$ cat config.mk
export PLATFORM = sky130hd
export DESIGN_NAME = encoder_electrical_angle_speed_filter_flat
export DESIGN_NICKNAME = d
export VERILOG_FILES = /design/src/design/easf_pkg.sv /design/src/design/easf_if.sv /design/src/design/easf_angle.sv /design/src/design/easf_cell.sv /design/src/design/encoder_electrical_angle_speed_filter.sv /design/src/flat_wrapper.sv
export SDC_FILE = /design/constraint.sdc
export NUM_CORES = 1
export LEC_CHECK = 0
export ABC_AREA = 1
export BUFFER_PORTS_ARGS = -buffer_cell sky130_fd_sc_hd__buf_4
export CELL_PAD_IN_SITES_DETAIL_PLACEMENT = 0
export CELL_PAD_IN_SITES_GLOBAL_PLACEMENT = 2
export CORE_MARGIN = 5
export CORE_UTILIZATION = 40
export DETAILED_ROUTE_END_ITERATION = 12
export PLACE_DENSITY_LB_ADDON = 0.15
export SLEW_MARGIN = 10
export SYNTH_ARGS = -nofsm -noshare
export SYNTH_HDL_FRONTEND = slang
export SYNTH_SLANG_ARGS = --single-unit
export TNS_END_PERCENT = 20
$ cat constraint.sdc
create_clock -name clock -period 8.8 [get_ports clock]
set_input_delay 0.44 -clock clock [delete_from_list [all_inputs] [get_ports clock]]
set_output_delay 0.44 -clock clock [all_outputs]
set_load 0.02 [all_outputs]
$ cat src/design/easf_pkg.sv
package easf_pkg;

   // Pole pair register width and its value after reset.
   localparam int PP_BITS = 7;
   localparam logic [PP_BITS-1:0] PP_RESET = 7'd7;

   // Configuration channel geometry.
   localparam int CSR_INDEX_BITS = 8;
   localparam int CSR_DATA_BITS = 16;

   typedef enum logic [CSR_INDEX_BITS-1:0] {
      CSR_POLE_PAIRS  = 8'd0,
      CSR_ELEC_OFFSET = 8'd1
   } csr_index_type;

endpackage

$ cat src/design/easf_if.sv
interface easf_req_if #(
   parameter int ANGLE_BITS = 12
);
   logic                  valid;
   logic                  ready;
   logic [ANGLE_BITS-1:0] raw_angle;

   modport source (output valid, output raw_angle, input ready);
   modport sink (input valid, input raw_angle, output ready);
endinterface

interface easf_rsp_if #(
   parameter int ANGLE_BITS = 12,
   parameter int SUM_BITS = 17
);
   logic                       valid;
   logic                       ready;
   logic [ANGLE_BITS-1:0]      elec_angle;
   logic signed [ANGLE_BITS:0] step_delta;
   logic signed [SUM_BITS-1:0] speed_sum;

   modport source (output valid, output elec_angle, output step_delta, output speed_sum,
                   input ready);
   modport sink (input valid, input elec_angle, input step_delta, input speed_sum,
                 output ready);
endinterface

interface easf_csr_if
   import easf_pkg::*;
();
   logic                      valid;
   logic                      ready;
   logic [CSR_INDEX_BITS-1:0] index;
   logic [CSR_DATA_BITS-1:0]  data;

   modport source (output valid, output index, output data, input ready);
   modport sink (input valid, input index, input data, output ready);
endinterface

$ cat src/design/easf_angle.sv
module easf_angle
   import easf_pkg::*;
#(
   parameter int ANGLE_BITS = 12
) (
   input  logic                  clock,
   input  logic                  reset,
   input  logic                  in_valid,
   input  logic [ANGLE_BITS-1:0] raw_angle,
   input  logic [PP_BITS-1:0]    pole_pairs,
   input  logic [ANGLE_BITS-1:0] elec_offset,
   input  logic                  out_ready,
   output logic                  in_ready,
   output logic                  out_valid,
   output logic [ANGLE_BITS-1:0] out_angle
);

   logic [ANGLE_BITS+PP_BITS-1:0] product;
   logic [ANGLE_BITS-1:0]         angle_in;
   logic [ANGLE_BITS-1:0]         angle_ff;
   logic                          valid_ff;
   logic                          valid_in;

   // One turn is a power of two, so keeping the low bits is the modulo.
   assign product  = {{PP_BITS{1'b0}}, raw_angle} * {{ANGLE_BITS{1'b0}}, pole_pairs};
   assign angle_in = product[ANGLE_BITS-1:0] - elec_offset;
   assign in_ready = !valid_ff || out_ready;
   assign valid_in = in_ready ? in_valid : valid_ff;

   always_ff @(posedge clock) begin
      if (reset) begin
         valid_ff <= 1'b0;
      end else begin
         valid_ff <= valid_in;
      end
      if (in_ready && in_valid) begin
         angle_ff <= angle_in;
      end
   end

   assign out_valid = valid_ff;
   assign out_angle = angle_ff;

endmodule

$ cat src/design/easf_cell.sv
module easf_cell #(
   parameter int WIDTH = 13
) (
   input  logic             clock,
   input  logic             reset,
   input  logic             shift,
   input  logic [WIDTH-1:0] d_in,
   output logic [WIDTH-1:0] d_out
);

   logic [WIDTH-1:0] d_ff;
   logic [WIDTH-1:0] d_next_in;

   assign d_next_in = shift ? d_in : d_ff;

   always_ff @(posedge clock) begin
      if (reset) begin
         d_ff <= '0;
      end else begin
         d_ff <= d_next_in;
      end
   end

   assign d_out = d_ff;

endmodule

$ cat src/design/encoder_electrical_angle_speed_filter.sv
// Channel  Dir  Handshake     Payload
// req      in   valid/ready   raw_angle
// rsp      out  valid/ready   elec_angle, step_delta, speed_sum
// csr      in   valid/ready   index, data (ready is always high)
//
// One transaction is taken every cycle unless a stall on rsp backs up to req; each one
// leaves on rsp after it is accepted and has passed the angle, delta and sum stages.
// Reset is synchronous and clears the pipeline, the previous angle, the running sum and
// every delta cell at once; the block takes transactions in the first cycle after reset.
// A stall on rsp backs up stage by stage, so empty stages keep filling until all three
// stages hold a transaction.
module encoder_electrical_angle_speed_filter
   import easf_pkg::*;
#(
   parameter int AVG_DEPTH = 16,
   parameter int ANGLE_BITS = 12
) (
   input logic        clock,
   input logic        reset,
   easf_req_if.sink   req,
   easf_rsp_if.source rsp,
   easf_csr_if.sink   csr
);

   localparam int DELTA_BITS = ANGLE_BITS + 1;
   localparam int SUM_BITS = ANGLE_BITS + $clog2(AVG_DEPTH) + 1;
   localparam logic signed [DELTA_BITS-1:0] HALF_TURN = DELTA_BITS'(2 ** (ANGLE_BITS - 1));
   // Adding a full turn in DELTA_BITS arithmetic is the same as subtracting one, so a
   // single constant serves for wrapping in either direction.
   localparam logic [DELTA_BITS-1:0] TURN_WRAP = {1'b1, {ANGLE_BITS{1'b0}}};

   // Configuration registers. Writes must be issued only while the block is idle; the block does not enforce it.
   logic [PP_BITS-1:0]    pole_pairs_ff;
   logic [ANGLE_BITS-1:0] elec_offset_ff;

   assign csr.ready = 1'b1;

   always_ff @(posedge clock) begin
      if (reset) begin
         pole_pairs_ff  <= PP_RESET;
         elec_offset_ff <= '0;
      end else if (csr.valid) begin
         if (csr.index == CSR_POLE_PAIRS) begin
            pole_pairs_ff <= csr.data[PP_BITS-1:0];
         end else if (csr.index == CSR_ELEC_OFFSET) begin
            elec_offset_ff <= csr.data[ANGLE_BITS-1:0];
         end
      end
   end

   // Stage handshake: each stage may load when it is empty or the next one moves.
   logic adv2;
   logic adv3;
   logic s1_valid;
   logic [ANGLE_BITS-1:0] s1_angle;

   // Stage 1: electrical angle from the encoder reading.
   easf_angle #(
      .ANGLE_BITS(ANGLE_BITS)
   ) u_angle (
      .clock       (clock),
      .reset       (reset),
      .in_valid    (req.valid),
      .raw_angle   (req.raw_angle),
      .pole_pairs  (pole_pairs_ff),
      .elec_offset (elec_offset_ff),
      .out_ready   (adv2),
      .in_ready    (req.ready),
      .out_valid   (s1_valid),
      .out_angle   (s1_angle)
   );

   // Stage 2: change against the previous angle, wrapped into half a turn either way.
   // A change of exactly half a turn is kept as it is.
   logic                         s2_valid_ff;
   logic                         s2_valid_in;
   logic [ANGLE_BITS-1:0]        s2_angle_ff;
   logic signed [DELTA_BITS-1:0] s2_delta_ff;
   logic signed [DELTA_BITS-1:0] s2_delta_in;
   logic signed [DELTA_BITS-1:0] diff;
   logic [ANGLE_BITS-1:0]        prev_angle_ff;
   logic                         load2;

   assign adv2        = !s2_valid_ff || adv3;
   assign load2       = adv2 && s1_valid;
   assign s2_valid_in = adv2 ? s1_valid : s2_valid_ff;
   assign diff        = $signed({1'b0, s1_angle}) - $signed({1'b0, prev_angle_ff});

   always_comb begin
      s2_delta_in = diff;
      if (diff > HALF_TURN || diff < -HALF_TURN) begin
         s2_delta_in = diff + $signed(TURN_WRAP);
      end
   end

   always_ff @(posedge clock) begin
      if (reset) begin
         s2_valid_ff   <= 1'b0;
         prev_angle_ff <= '0;
      end else begin
         s2_valid_ff <= s2_valid_in;
         if (load2) begin
            prev_angle_ff <= s1_angle;
         end
      end
      if (load2) begin
         s2_angle_ff <= s1_angle;
         s2_delta_ff <= s2_delta_in;
      end
   end

   // Stage 3: the row of delta cells shifts once per transaction; the change that drops
   // off the far end is the one leaving the window, so the running sum takes it out and
   // the new change in.
   logic                         s3_valid_ff;
   logic                         s3_valid_in;
   logic [ANGLE_BITS-1:0]        s3_angle_ff;
   logic signed [DELTA_BITS-1:0] s3_delta_ff;
   logic signed [SUM_BITS-1:0]   sum_ff;
   logic signed [SUM_BITS-1:0]   sum_in;
   logic                         load3;
   logic [DELTA_BITS-1:0]        tap [AVG_DEPTH+1];
   logic signed [DELTA_BITS-1:0] oldest;

   assign adv3        = !s3_valid_ff || rsp.ready;
   assign load3       = adv3 && s2_valid_ff;
   assign s3_valid_in = adv3 ? s2_valid_ff : s3_valid_ff;
   assign tap[0]      = s2_delta_ff;
   assign oldest      = $signed(tap[AVG_DEPTH]);

   for (genvar i = 0; i < AVG_DEPTH; i++) begin : g_cell
      easf_cell #(
         .WIDTH(DELTA_BITS)
      ) u_cell (
         .clock (clock),
         .reset (reset),
         .shift (load3),
         .d_in  (tap[i]),
         .d_out (tap[i+1])
      );
   end

   assign sum_in = sum_ff - SUM_BITS'(oldest) + SUM_BITS'(s2_delta_ff);

   always_ff @(posedge clock) begin
      if (reset) begin
         s3_valid_ff <= 1'b0;
         sum_ff      <= '0;
      end else begin
         s3_valid_ff <= s3_valid_in;
         if (load3) begin
            sum_ff <= sum_in;
         end
      end
      if (load3) begin
         s3_angle_ff <= s2_angle_ff;
         s3_delta_ff <= s2_delta_ff;
      end
   end

   assign rsp.valid      = s3_valid_ff;
   assign rsp.elec_angle = s3_angle_ff;
   assign rsp.step_delta = s3_delta_ff;
   assign rsp.speed_sum  = sum_ff;

endmodule
$ cat src/flat_wrapper.sv
// flat-port wrapper written by rule: the top's interface ports become plain ports
module encoder_electrical_angle_speed_filter_flat import easf_pkg::*;
#(
   parameter int AVG_DEPTH = 16,
   parameter int ANGLE_BITS = 12
)
  (clock, reset, req_valid, req_raw_angle, req_ready, rsp_valid, rsp_elec_angle, rsp_step_delta, rsp_speed_sum, rsp_ready, csr_valid, csr_index, csr_data, csr_ready);
  easf_req_if #(.ANGLE_BITS(ANGLE_BITS)) req_i ();
  easf_rsp_if #(.ANGLE_BITS(ANGLE_BITS)) rsp_i ();
  easf_csr_if csr_i ();
  input logic clock;
  input logic reset;
  input wire logic [$bits(req_i.valid)-1:0] req_valid;
  input wire logic [$bits(req_i.raw_angle)-1:0] req_raw_angle;
  output wire logic [$bits(req_i.ready)-1:0] req_ready;
  output wire logic [$bits(rsp_i.valid)-1:0] rsp_valid;
  output wire logic [$bits(rsp_i.elec_angle)-1:0] rsp_elec_angle;
  output wire logic [$bits(rsp_i.step_delta)-1:0] rsp_step_delta;
  output wire logic [$bits(rsp_i.speed_sum)-1:0] rsp_speed_sum;
  input wire logic [$bits(rsp_i.ready)-1:0] rsp_ready;
  input wire logic [$bits(csr_i.valid)-1:0] csr_valid;
  input wire logic [$bits(csr_i.index)-1:0] csr_index;
  input wire logic [$bits(csr_i.data)-1:0] csr_data;
  output wire logic [$bits(csr_i.ready)-1:0] csr_ready;
  assign req_i.valid = req_valid;
  assign req_i.raw_angle = req_raw_angle;
  assign req_ready = req_i.ready;
  assign rsp_valid = rsp_i.valid;
  assign rsp_elec_angle = rsp_i.elec_angle;
  assign rsp_step_delta = rsp_i.step_delta;
  assign rsp_speed_sum = rsp_i.speed_sum;
  assign rsp_i.ready = rsp_ready;
  assign csr_i.valid = csr_valid;
  assign csr_i.index = csr_index;
  assign csr_i.data = csr_data;
  assign csr_ready = csr_i.ready;
  encoder_electrical_angle_speed_filter #(.AVG_DEPTH(AVG_DEPTH), .ANGLE_BITS(ANGLE_BITS)) u_core (.clock(clock), .reset(reset), .req(req_i), .rsp(rsp_i), .csr(csr_i));
endmodule
==> results of run 1 <==
[layout by cell type (no fill, tap or decap), types with 4 or more instances in the layout]
| cell type | synthesis | final |
|---|---|---|
| clkinv_2 | 0 | 6 |
| clkbuf_8 | 0 | 4 |
| nand3_1 | 40 | 40 |
| o21ai_0 | 253 | 253 |
| nand4_1 | 5 | 5 |
| clkbuf_16 | 0 | 38 |
| clkbuf_1 | 68 | 9 |
| xor2_1 | 21 | 21 |
| ha_1 | 52 | 52 |
| inv_1 | 247 | 246 |
| buf_4 | 1 | 84 |
| nor2_1 | 430 | 430 |
| edfxtp_1 | 62 | 62 |
| nor3_1 | 5 | 5 |
| xnor2_1 | 11 | 11 |
| dfxtp_1 | 259 | 259 |
| a21oi_1 | 87 | 87 |
| fa_1 | 60 | 60 |
| nand2_1 | 186 | 185 |
[power by group]
| part | switching, mW | internal [mW] |
|---|---|---|
| combinational | 0.714 | 0.429 |
| clock | 0.642 | 0.932 |
| sequential | 0.0789 | 1.65 |
| total | 1.44 | 3.01 |
[synth_stat cells, drive strengths merged]
library cell	number
nor4	1
nor2	430
clkbuf	69
a21o	3
buf	19
nor3	5
ha	52
o21bai	3
a21oi	87
nand3b	2
conb	1
o221ai	1
o211ai	2
o31ai	1
xnor2	12
xor2	22
nand3	41
o2111ai	1
fa	60
o21a	1
a31oi	2
o21ai	255
inv	248
edfxtp	62
nand4	5
dfxtp	259
nand2	187
[area by class of cell]
cell class	count	share of cell area, %
clock buffers	51	6.09
clock inverters	18	1.29
inverters	248	5.52
multi-input cells	1174	38.7
flip-flops and latches	321	41.3
well taps	468	3.43
repair buffers	84	3.69
[worst reg2reg max path: stages, from the launching register on]
cell and delay (ps):
dfxtp_1 550, nand2_1 150, fa_1 560, inv_1 50, fa_1 470, fa_1 550, inv_1 50, fa_1 530
inv_1 50, ha_1 350, nand2_1 100, nor2_1 140, nand3_1 110, o2111ai_1 190, nand3b_1 160, nand2_1 80
[how the worst max path moves through the flow]
stage,from,to
floorplan,u_core.pole_pairs_ff[2],u_core.u_angle.out_angle[9]
global placement,u_core.pole_pairs_ff[4],u_core.u_angle.out_angle[11]
detailed placement,req_raw_angle[5],u_core.u_angle.out_angle[11]
CTS,u_core.pole_pairs_ff[4],u_core.u_angle.out_angle[11]
global route,u_core.pole_pairs_ff[2],u_core.u_angle.out_angle[11]
finish,u_core.pole_pairs_ff[4],u_core.u_angle.out_angle[11]
[cell families (layout without fill, tap and decap cells)]
family          count (synthesis)  after routing  synth area share [%]
compound gates                356            356                  12.2
xor+xnor                       34             34                  2.09
fa+ha+maj                     112            112                  12.4
buf+inv                       336            401                  8.58
flops                         321            321                  47.2
other cells                     1              1                0.0251
simple gates                  671            671                  17.6
[registers in the layout, indices dropped and copies added (netlist names)]
register	flops
u_core.elec_offset_ff	12
u_core.g_cell.u_cell.d_out	208
u_core.pole_pairs_ff	7
u_core.prev_angle_ff	12
u_core.rsp.elec_angle	12
u_core.rsp.speed_sum	17
u_core.rsp.step_delta	13
u_core.rsp.valid	1
u_core.s2_angle_ff	12
u_core.s2_delta_ff	13
u_core.s2_valid_ff	1
u_core.u_angle.out_angle	12
u_core.u_angle.out_valid	1
[per-layer routing]
layer	vias up	share of wire (%)
li1	5838	-
met1	5222	46
met2	120	49
met3	48	3.5
met4	2	2.1
met5	-	0.021
[per-stage QoR]
step | setup slack, ps | cell area (um2) | util [%] | instances | power (mW)
2_1_floorplan | 4870 | 14900 | - | 1831 | 2.61
3_3_place_gp | 4430 | 15800 | 43.1 | 2295 | 2.92
3_5_place_dp | 4410 | 15800 | 43.1 | 2295 | 2.92
4_1_cts | 4390 | 17100 | 46.5 | 2364 | 4.53
5_1_grt | 4190 | 17100 | 46.5 | 2364 | 4.78
6_report | 4440 | 17100 | 46.5 | 2364 | 4.45
==> results.toml, run 1 <==
[yosys]
seq_area_frac_synth_pct = 47.2
syn_area_um2 = 14900
yosysWarningCount = 0
synth_nets = 1984
synth_top_cell_by_area = "dfxtp_1"
synthTopCellsByArea = "dfxtp_1, edfxtp_1, nor2_1, o21ai_0, fa_1"
ys_ff_latch = 321
synth_top_area_share_pct = 34.7
syn_inst = 1831
ys_types = 36
syn_avg_cell_area_um2 = 8.16

[sta]
skew_ps = 28.6
fin_crit_sh_pct = 49.5
hold_viol_final = 0
hold_slack_ps = 145
rsz0062_at_grt = "false"
fin_tns_setup_ps = 0
setup_violations = 0
max-slew-margin-rel_pct = 27.2
maxSlewViolCount = 0
min_period_ps = 4360
tightest_slew_ps = 1090
max_freq_ghz = 0.229

[route]
ant_nets = 0
drt_wl_total_mm = 32.9
drc = 0
vias_per_cell = 4.75
wl_per_cell_um = 13.9
drtIter0Drc = 508
via_count = 11200
dr.pass1.iters = 6

[final_layout]
multi_input_area_um2 = 6610
syn2layout_area_growth_pct = 14.4
num_antenna_cells = 0
regArea_um2 = 7050
nFillCells = 3675
drive_gt1_share_pct = 7.96
final_nets = 2020

[worst_setup_path]
reg2reg_to = "u_core.u_angle.out_angle[11]"
crit_cells = 15
critPathMaxFanout = 9
crit_arrival_ps = 4640
critPathMaxStageDelay_ps = 560
path_cells = "nand2_1 -> fa_1 -> inv_1 -> fa_1 -> fa_1 -> inv_1 -> fa_1 -> inv_1 -> ha_1 -> nand2_1 -> nor2_1 -> nand3_1 -> o2111ai_1 -> nand3b_1 -> nand2_1"
rrSetupSlack_ps = 4440
cpLargestDelayFamily = "adder cells"
cp_common_cell = "fa_1"
required_ps = 9080
cpMaxStageDelayCell = "fa_1"
reg2reg_depth = 15
crit_path_end_kind = "register"
path_buf_inv = 3
critPathKind = "register to register"
worstReg2RegStart = "u_core.pole_pairs_ff[4]"
cp-start-kind = "register"

[placement]
hpwl_mm = 21.9
port_buffers = 80
globalplace.congestion = 0.786

[floorplanning]
std_cell_rows = 70
fp.dieH_um = 203
start_util_pct = 40.7
die_width_um = 203
core_area_um2 = 36700
die_area_um2 = 41300
io_pins = 86

[grt]
grt_util_all_layers_pct = 16.2
globalRouteMet2Util_pct = 28.6
grt_pass1_vias = 11100
globalRoute.busiestLayer = "met2"
grt-ovfl-total = 0
grtUsageMet1_pct = 20.3
grt_max_degree = 170
use_met3_pct = 2.86
grt_pass1_wl_mm = 55.4
grt_antenna_before_repair = 1

[clocking]
cts_tree = "done"
clockRootBuffer = "clkbuf_16"
cts_buffer_depth = 3
clkSinkCount = 321
cts_resized = 0
htreeDepth = 2
post_cts_buffers = 0
insertion_delay_ps = 560
clk_pin_slew_ps = 60
postCtsHoldBufs = 0
cts_inserted_buffers = 38

[worst_hold_path]
whs_endpoint = "u_core.elec_offset_ff[6]"
hp-start = "csr_data[6]"
hp-class = "input pin to register"
whs_path_depth = 3

[run]
cap_violations = 0

[pwr]
power_density_nw_per_um2 = 261
peakVddDrop_v = 0.000138
power.leakage_nw = 7.58

[outcome]
outcome = "completed"
(Power assumes the default switching activity.)
==> run 2, diff against run 1 <==
--- a/config.mk
+++ b/config.mk
@@ -10,7 +10,7 @@
 export CELL_PAD_IN_SITES_DETAIL_PLACEMENT = 0
 export CELL_PAD_IN_SITES_GLOBAL_PLACEMENT = 2
 export CORE_MARGIN = 5
-export CORE_UTILIZATION = 40
+export CORE_UTILIZATION = 37
 export DETAILED_ROUTE_END_ITERATION = 12
 export PLACE_DENSITY_LB_ADDON = 0.15
 export SLEW_MARGIN = 10
==> constraint.sdc (replaced) <==
create_clock -name clock -period 4.4 [get_ports clock]
set_input_delay 0.22 -clock clock [delete_from_list [all_inputs] [get_ports clock]]
set_output_delay 0.22 -clock clock [all_outputs]
set_load 0.02 [all_outputs]
==> results.toml, run 2 (same netlist as run 1, synthesis figures left out) <==
[outcome]
outcome = "completed"

[final_layout]
drive_gt1_share_pct = 8.33
largest_reg_flops = 208
nFillCells = 4166
final_nets = 2046
final_common_cell = "nor2_1"
regArea_um2 = 7050
layout_common_cells = "nor2_1, dfxtp_1, o21ai_0, inv_1, nand2_1"
num_antenna_cells = 0
multi_input_area_um2 = 6610
syn2layout_area_growth_pct = 16.2

[sta]
tightest_slew_ps = 1080
min_period_ps = 4110
fin_tns_setup_ps = 0
max-slew-margin-rel_pct = 27.8
skew_ps = 12.5
setup_violations = 0
timing.final.ws_setup_ps = 289
max_freq_ghz = 0.243
fin_crit_sh_pct = 93.4
rsz0062_at_grt = "false"
maxSlewViolCount = 0
hold_viol_final = 0

[placement]
hpwl_mm = 22.8
port_buffers = 80
globalplace.congestion = 0.843
pre_cts_ws_ps = 202

[pwr]
power_density_nw_per_um2 = 508
power.total_mw = 8.81
power.leakage_nw = 7.68
peakVddDrop_v = 0.000214

[worst_setup_path]
worstReg2RegStart = "u_core.pole_pairs_ff[2]"
critPathMaxStageDelay_ps = 550
crit_arrival_ps = 4400
cp_common_cell = "fa_1"
cpMaxStageDelayCell = "fa_1"
required_ps = 4690
critPathMaxFanout = 6
crit_start = "u_core.pole_pairs_ff[2]"
path_cells = "buf_4 -> nand2_1 -> fa_1 -> inv_1 -> fa_1 -> fa_1 -> inv_1 -> fa_1 -> inv_1 -> ha_1 -> nand2_1 -> nor2_1 -> nand3_1 -> o2111ai_1 -> nand3b_1 -> nand2_1"
crit_path_end_kind = "register"
critPathKind = "register to register"
cp-start-kind = "register"
cpLargestDelayFamily = "adder cells"
path_buf_inv = 4

[route]
via_count = 11400
drtIter0Drc = 676
drt_wl_total_mm = 34.1
ant_nets = 0
wl_per_cell_um = 13.9
drc = 0
vias_per_cell = 4.64
dr.pass1.iters = 5

[floorplanning]
start_util_pct = 37.5
die_area_um2 = 44500
core_area_um2 = 39800
fp.dieH_um = 211
std_cell_rows = 73
die_width_um = 211
io_pins = 86

[clocking]
post_cts_buffers = 0
cts_inserted_buffers = 38
clkSinkCount = 321
clk_pin_slew_ps = 60
htreeDepth = 2
insertion_delay_ps = 540
cts_buffer_depth = 3
clockRootBuffer = "clkbuf_16"
cts_tree = "done"

[grt]
grt_util_all_layers_pct = 15.4
grt_pass1_vias = 11100
grt_pass1_wl_mm = 56.4
grt_antenna_before_repair = 0
grt-ovfl-total = 0
grt_max_degree = 218

[run]
cap_violations = 0

[worst_hold_path]
hp-start = "rsp_ready"
hp-class = "input pin to register"
==> run 2: cell count changes in the layout (fill, tap and decap cells not counted), sizes merged, moves of 2 or more <==
cell | before | now
clkbuf | 51 | 55
dlygate4sd3 | 0 | 16
buf | 84 | 94
clkinv | 10 | 7
bufinv | 3 | 1
==> run 2: tightest hold or removal path, cell delays in order <==
cell,delay [ps]
buf_4,80
inv_1,30
nand2_1,120
a21oi_1,80
==> run 2: area by class of cell <==
class | instances | area share (%)
inverter | 248 | 5.43
tap | 525 | 3.78
clock inverter | 13 | 0.634
sequential | 321 | 40.6
clock buffer | 55 | 6.31
multi-input combinational | 1174 | 38.1
timing repair buffer | 110 | 5.13
==> run 2: path summary, 6_finish.rpt <==
path | to | slack, ps | cells after the start
setup / recovery | u_core.u_angle.out_angle[11] | 290 | 16
hold / removal | u_core.rsp.valid | 40 | 4
setup reg to reg | u_core.u_angle.out_angle[11] | 290 | 16
hold reg to reg | u_core.rsp.elec_angle[4] | 420 | 0
==> run 2: through the flow <==
step	cells	utilization [%]	hold slack, ps	area, um2
6_report	2446	43.6	38.1	17400
5_1_grt	2446	43.6	42.1	17400
4_1_cts	2446	43.6	3.39	17400
3_5_place_dp	2362	40.2	407	16000
3_3_place_gp	2362	40.2	402	16000
2_1_floorplan	1831	-	368	14900
==> run 2: layer usage <==
layer | share of wire (%) | routed length, um | up-vias | global-route usage (%)
met5 | 0 | 0 | - | 0
met4 | 2.7 | 936 | 0 | 5.25
met3 | 3.0 | 1030 | 48 | 2.52
met2 | 47 | 16200 | 108 | 25.7
met1 | 47 | 15900 | 5313 | 20.4
li1 | - | - | 5886 | -
==> run 2: repair_timing <==
action | 4_1_cts | 5_1_grt
hold buffers | 16 | 0
setup endpoints to repair | 0 | 4
gates resized for setup | 0 | 3
hold endpoints to repair | 20 | 0
==> run 2: where the power goes <==
part	switching, mW	internal (mW)	leakage, nW
combinational	1.47	0.869	4.39
sequential	0.154	3.31	2.70
clock	1.23	1.79	0.585
total	2.85	5.97	7.68
==> run 3, diff against run 2 <==
--- a/config.mk
+++ b/config.mk
@@ -9,6 +9,7 @@
 export BUFFER_PORTS_ARGS = -buffer_cell sky130_fd_sc_hd__buf_4
 export CELL_PAD_IN_SITES_DETAIL_PLACEMENT = 0
 export CELL_PAD_IN_SITES_GLOBAL_PLACEMENT = 2
+export CORE_ASPECT_RATIO = 0.8
 export CORE_MARGIN = 5
 export CORE_UTILIZATION = 37
 export DETAILED_ROUTE_END_ITERATION = 12
==> results.toml, run 3 (same netlist as run 1, synthesis figures left out) <==
[route]
ant_nets = 0
vias_per_cell = 4.55
dr.pass1.iters = 4
wl_per_cell_um = 13.9
drt_wl_total_mm = 34.0
drtIter0Drc = 569
drc = 0
via_count = 11100

[sta]
skew_ps = 23.8
max-slew-margin-rel_pct = 24.2
min_period_ps = 4020
rsz0062_at_grt = "false"
fin_crit_sh_pct = 91.4
fin_tns_setup_ps = 0
tightest_slew_ps = 1140
hold_viol_final = 0
setup_violations = 0
max_freq_ghz = 0.249
maxSlewViolCount = 0

[placement]
dpl_cell_area_um2 = 16000
hpwl_mm = 23.0
port_buffers = 80
placedCellCount = 2372
globalplace.congestion = 0.818

[final_layout]
final_common_cell = "nor2_1"
drive_gt1_share_pct = 8.36
final_util_pct = 43.7
final_nets = 2041
num_antenna_cells = 0
finalNonFillerCells = 2450
finish.instance_area_um2 = 17400
nFillCells = 4062
layout_common_cells = "nor2_1, dfxtp_1, o21ai_0, inv_1, nand2_1"
syn2layout_area_growth_pct = 16.2
largest_reg_flops = 208

[clocking]
cts_tree = "done"
clkSinkCount = 321
clk_pin_slew_ps = 60
clockRootBuffer = "clkbuf_16"
post_cts_buffers = 0
insertion_delay_ps = 530
cts_buffer_depth = 3
htreeDepth = 2
cts_inserted_buffers = 37

[worst_setup_path]
crit_arrival_ps = 4300
critPathMaxStageDelay_ps = 580
path_cells = "nand2_1 -> fa_1 -> inv_1 -> fa_1 -> fa_1 -> inv_1 -> fa_1 -> inv_1 -> ha_1 -> nand2_1 -> nor2_1 -> nand3_1 -> o2111ai_1 -> nand3b_1 -> nand2_1"
cp-start-kind = "register"
cpMaxStageDelayCell = "fa_1"
required_ps = 4680
worstReg2RegStart = "u_core.pole_pairs_ff[4]"
cp_common_cell = "fa_1"
rrSetupSlack_ps = 380
critPathMaxFanout = 9
crit_start = "u_core.pole_pairs_ff[4]"
crit_path_end = "u_core.u_angle.out_angle[11]"
reg2reg_depth = 15
crit_path_end_kind = "register"
reg2reg_to = "u_core.u_angle.out_angle[11]"
critPathKind = "register to register"

[grt]
grt_util_all_layers_pct = 15.2
grt_max_degree = 140
grt_pass1_vias = 10500
grt_antenna_before_repair = 0
grt-ovfl-total = 0
grt_pass1_wl_mm = 56.6

[run]
cap_violations = 0

[floorplanning]
core_area_um2 = 39700
die_area_um2 = 44500
die_width_um = 235
fp.dieH_um = 190
io_pins = 86
start_util_pct = 37.6
std_cell_rows = 65

[pwr]
peakVddDrop_v = 0.000260
power.total_mw = 8.87
power.leakage_nw = 7.67
power_density_nw_per_um2 = 511

[worst_hold_path]
hp-start = "rsp_ready"
hp-class = "input pin to register"

[outcome]
outcome = "completed"
-- run 3: cell types whose count changed in the layout (fill, tap and decap cells not counted), moves of 2 or more --
cell and delta:
buf_4 -2, bufinv_16 +2, clkbuf_1 +2, clkbuf_8 -3
clkinv_1 -4, clkinv_2 +2, dfxtp_1 -2, dfxtp_2 +2
dlygate4sd3_1 -3
-- run 3: repair_timing --
action	4_1_cts	5_1_grt
endpoints found under the hold margin	19	0
setup endpoints to repair	0	4
gates resized for setup	0	6
hold buffers	13	0
-- run 3: routing by layer --
layer,part of all wire [%],global-route usage [%],wire (um)
met4,1.9,3.70,658
met1,56,24.2,19100
met3,3.3,2.59,1140
met2,39,21.2,13100
met5,0,0,0
-- run 3: worst min-delay path by stage --
stage	to	slack, ps	cells after the start
floorplan	u_core.elec_offset_ff[11]	370	2
global placement	u_core.rsp.elec_angle[2]	400	0
detailed placement	u_core.rsp.elec_angle[11]	410	0
CTS	u_core.rsp.valid	20	4
global route	u_core.rsp.valid	50	4
finish	u_core.rsp.valid	50	4
-- run 3: area by class of cell --
class	instances	area [um2]	area share (%)
Clock buffer	54	1060	6.12
Clock inverter	11	143	0.822
Inverter	248	943	5.44
Multi-Input combinational cell	1174	6610	38.1
Sequential cell	321	7050	40.7
Tap cell	536	671	3.87
Timing Repair Buffer	106	866	4.99
-- run 3: power breakdown --
part / switching (mW) / internal (mW)
clock network: 1.21 / 1.85
logic: 1.48 / 0.873
registers: 0.145 / 3.30
-- run 3: per-stage QoR --
stage	hold slack, ps	setup WS (ps)
floorplan	368	470
global placement	404	254
detailed placement	406	198
CTS	23.9	193
global route	49.3	28.6
finish	50.5	378
-- run 3: worst max-delay path, delay by kind of cell (launching register included) --
| kind | cells | cell delay, ps |
|---|---|---|
| flip-flops | 1 | 420 |
| buffers and inverters | 3 | 160 |
| adder cells (fa/ha/maj) | 5 | 2470 |
| AO/OA/AOI/OAI | 1 | 120 |
| AND/OR/NAND/NOR | 6 | 610 |
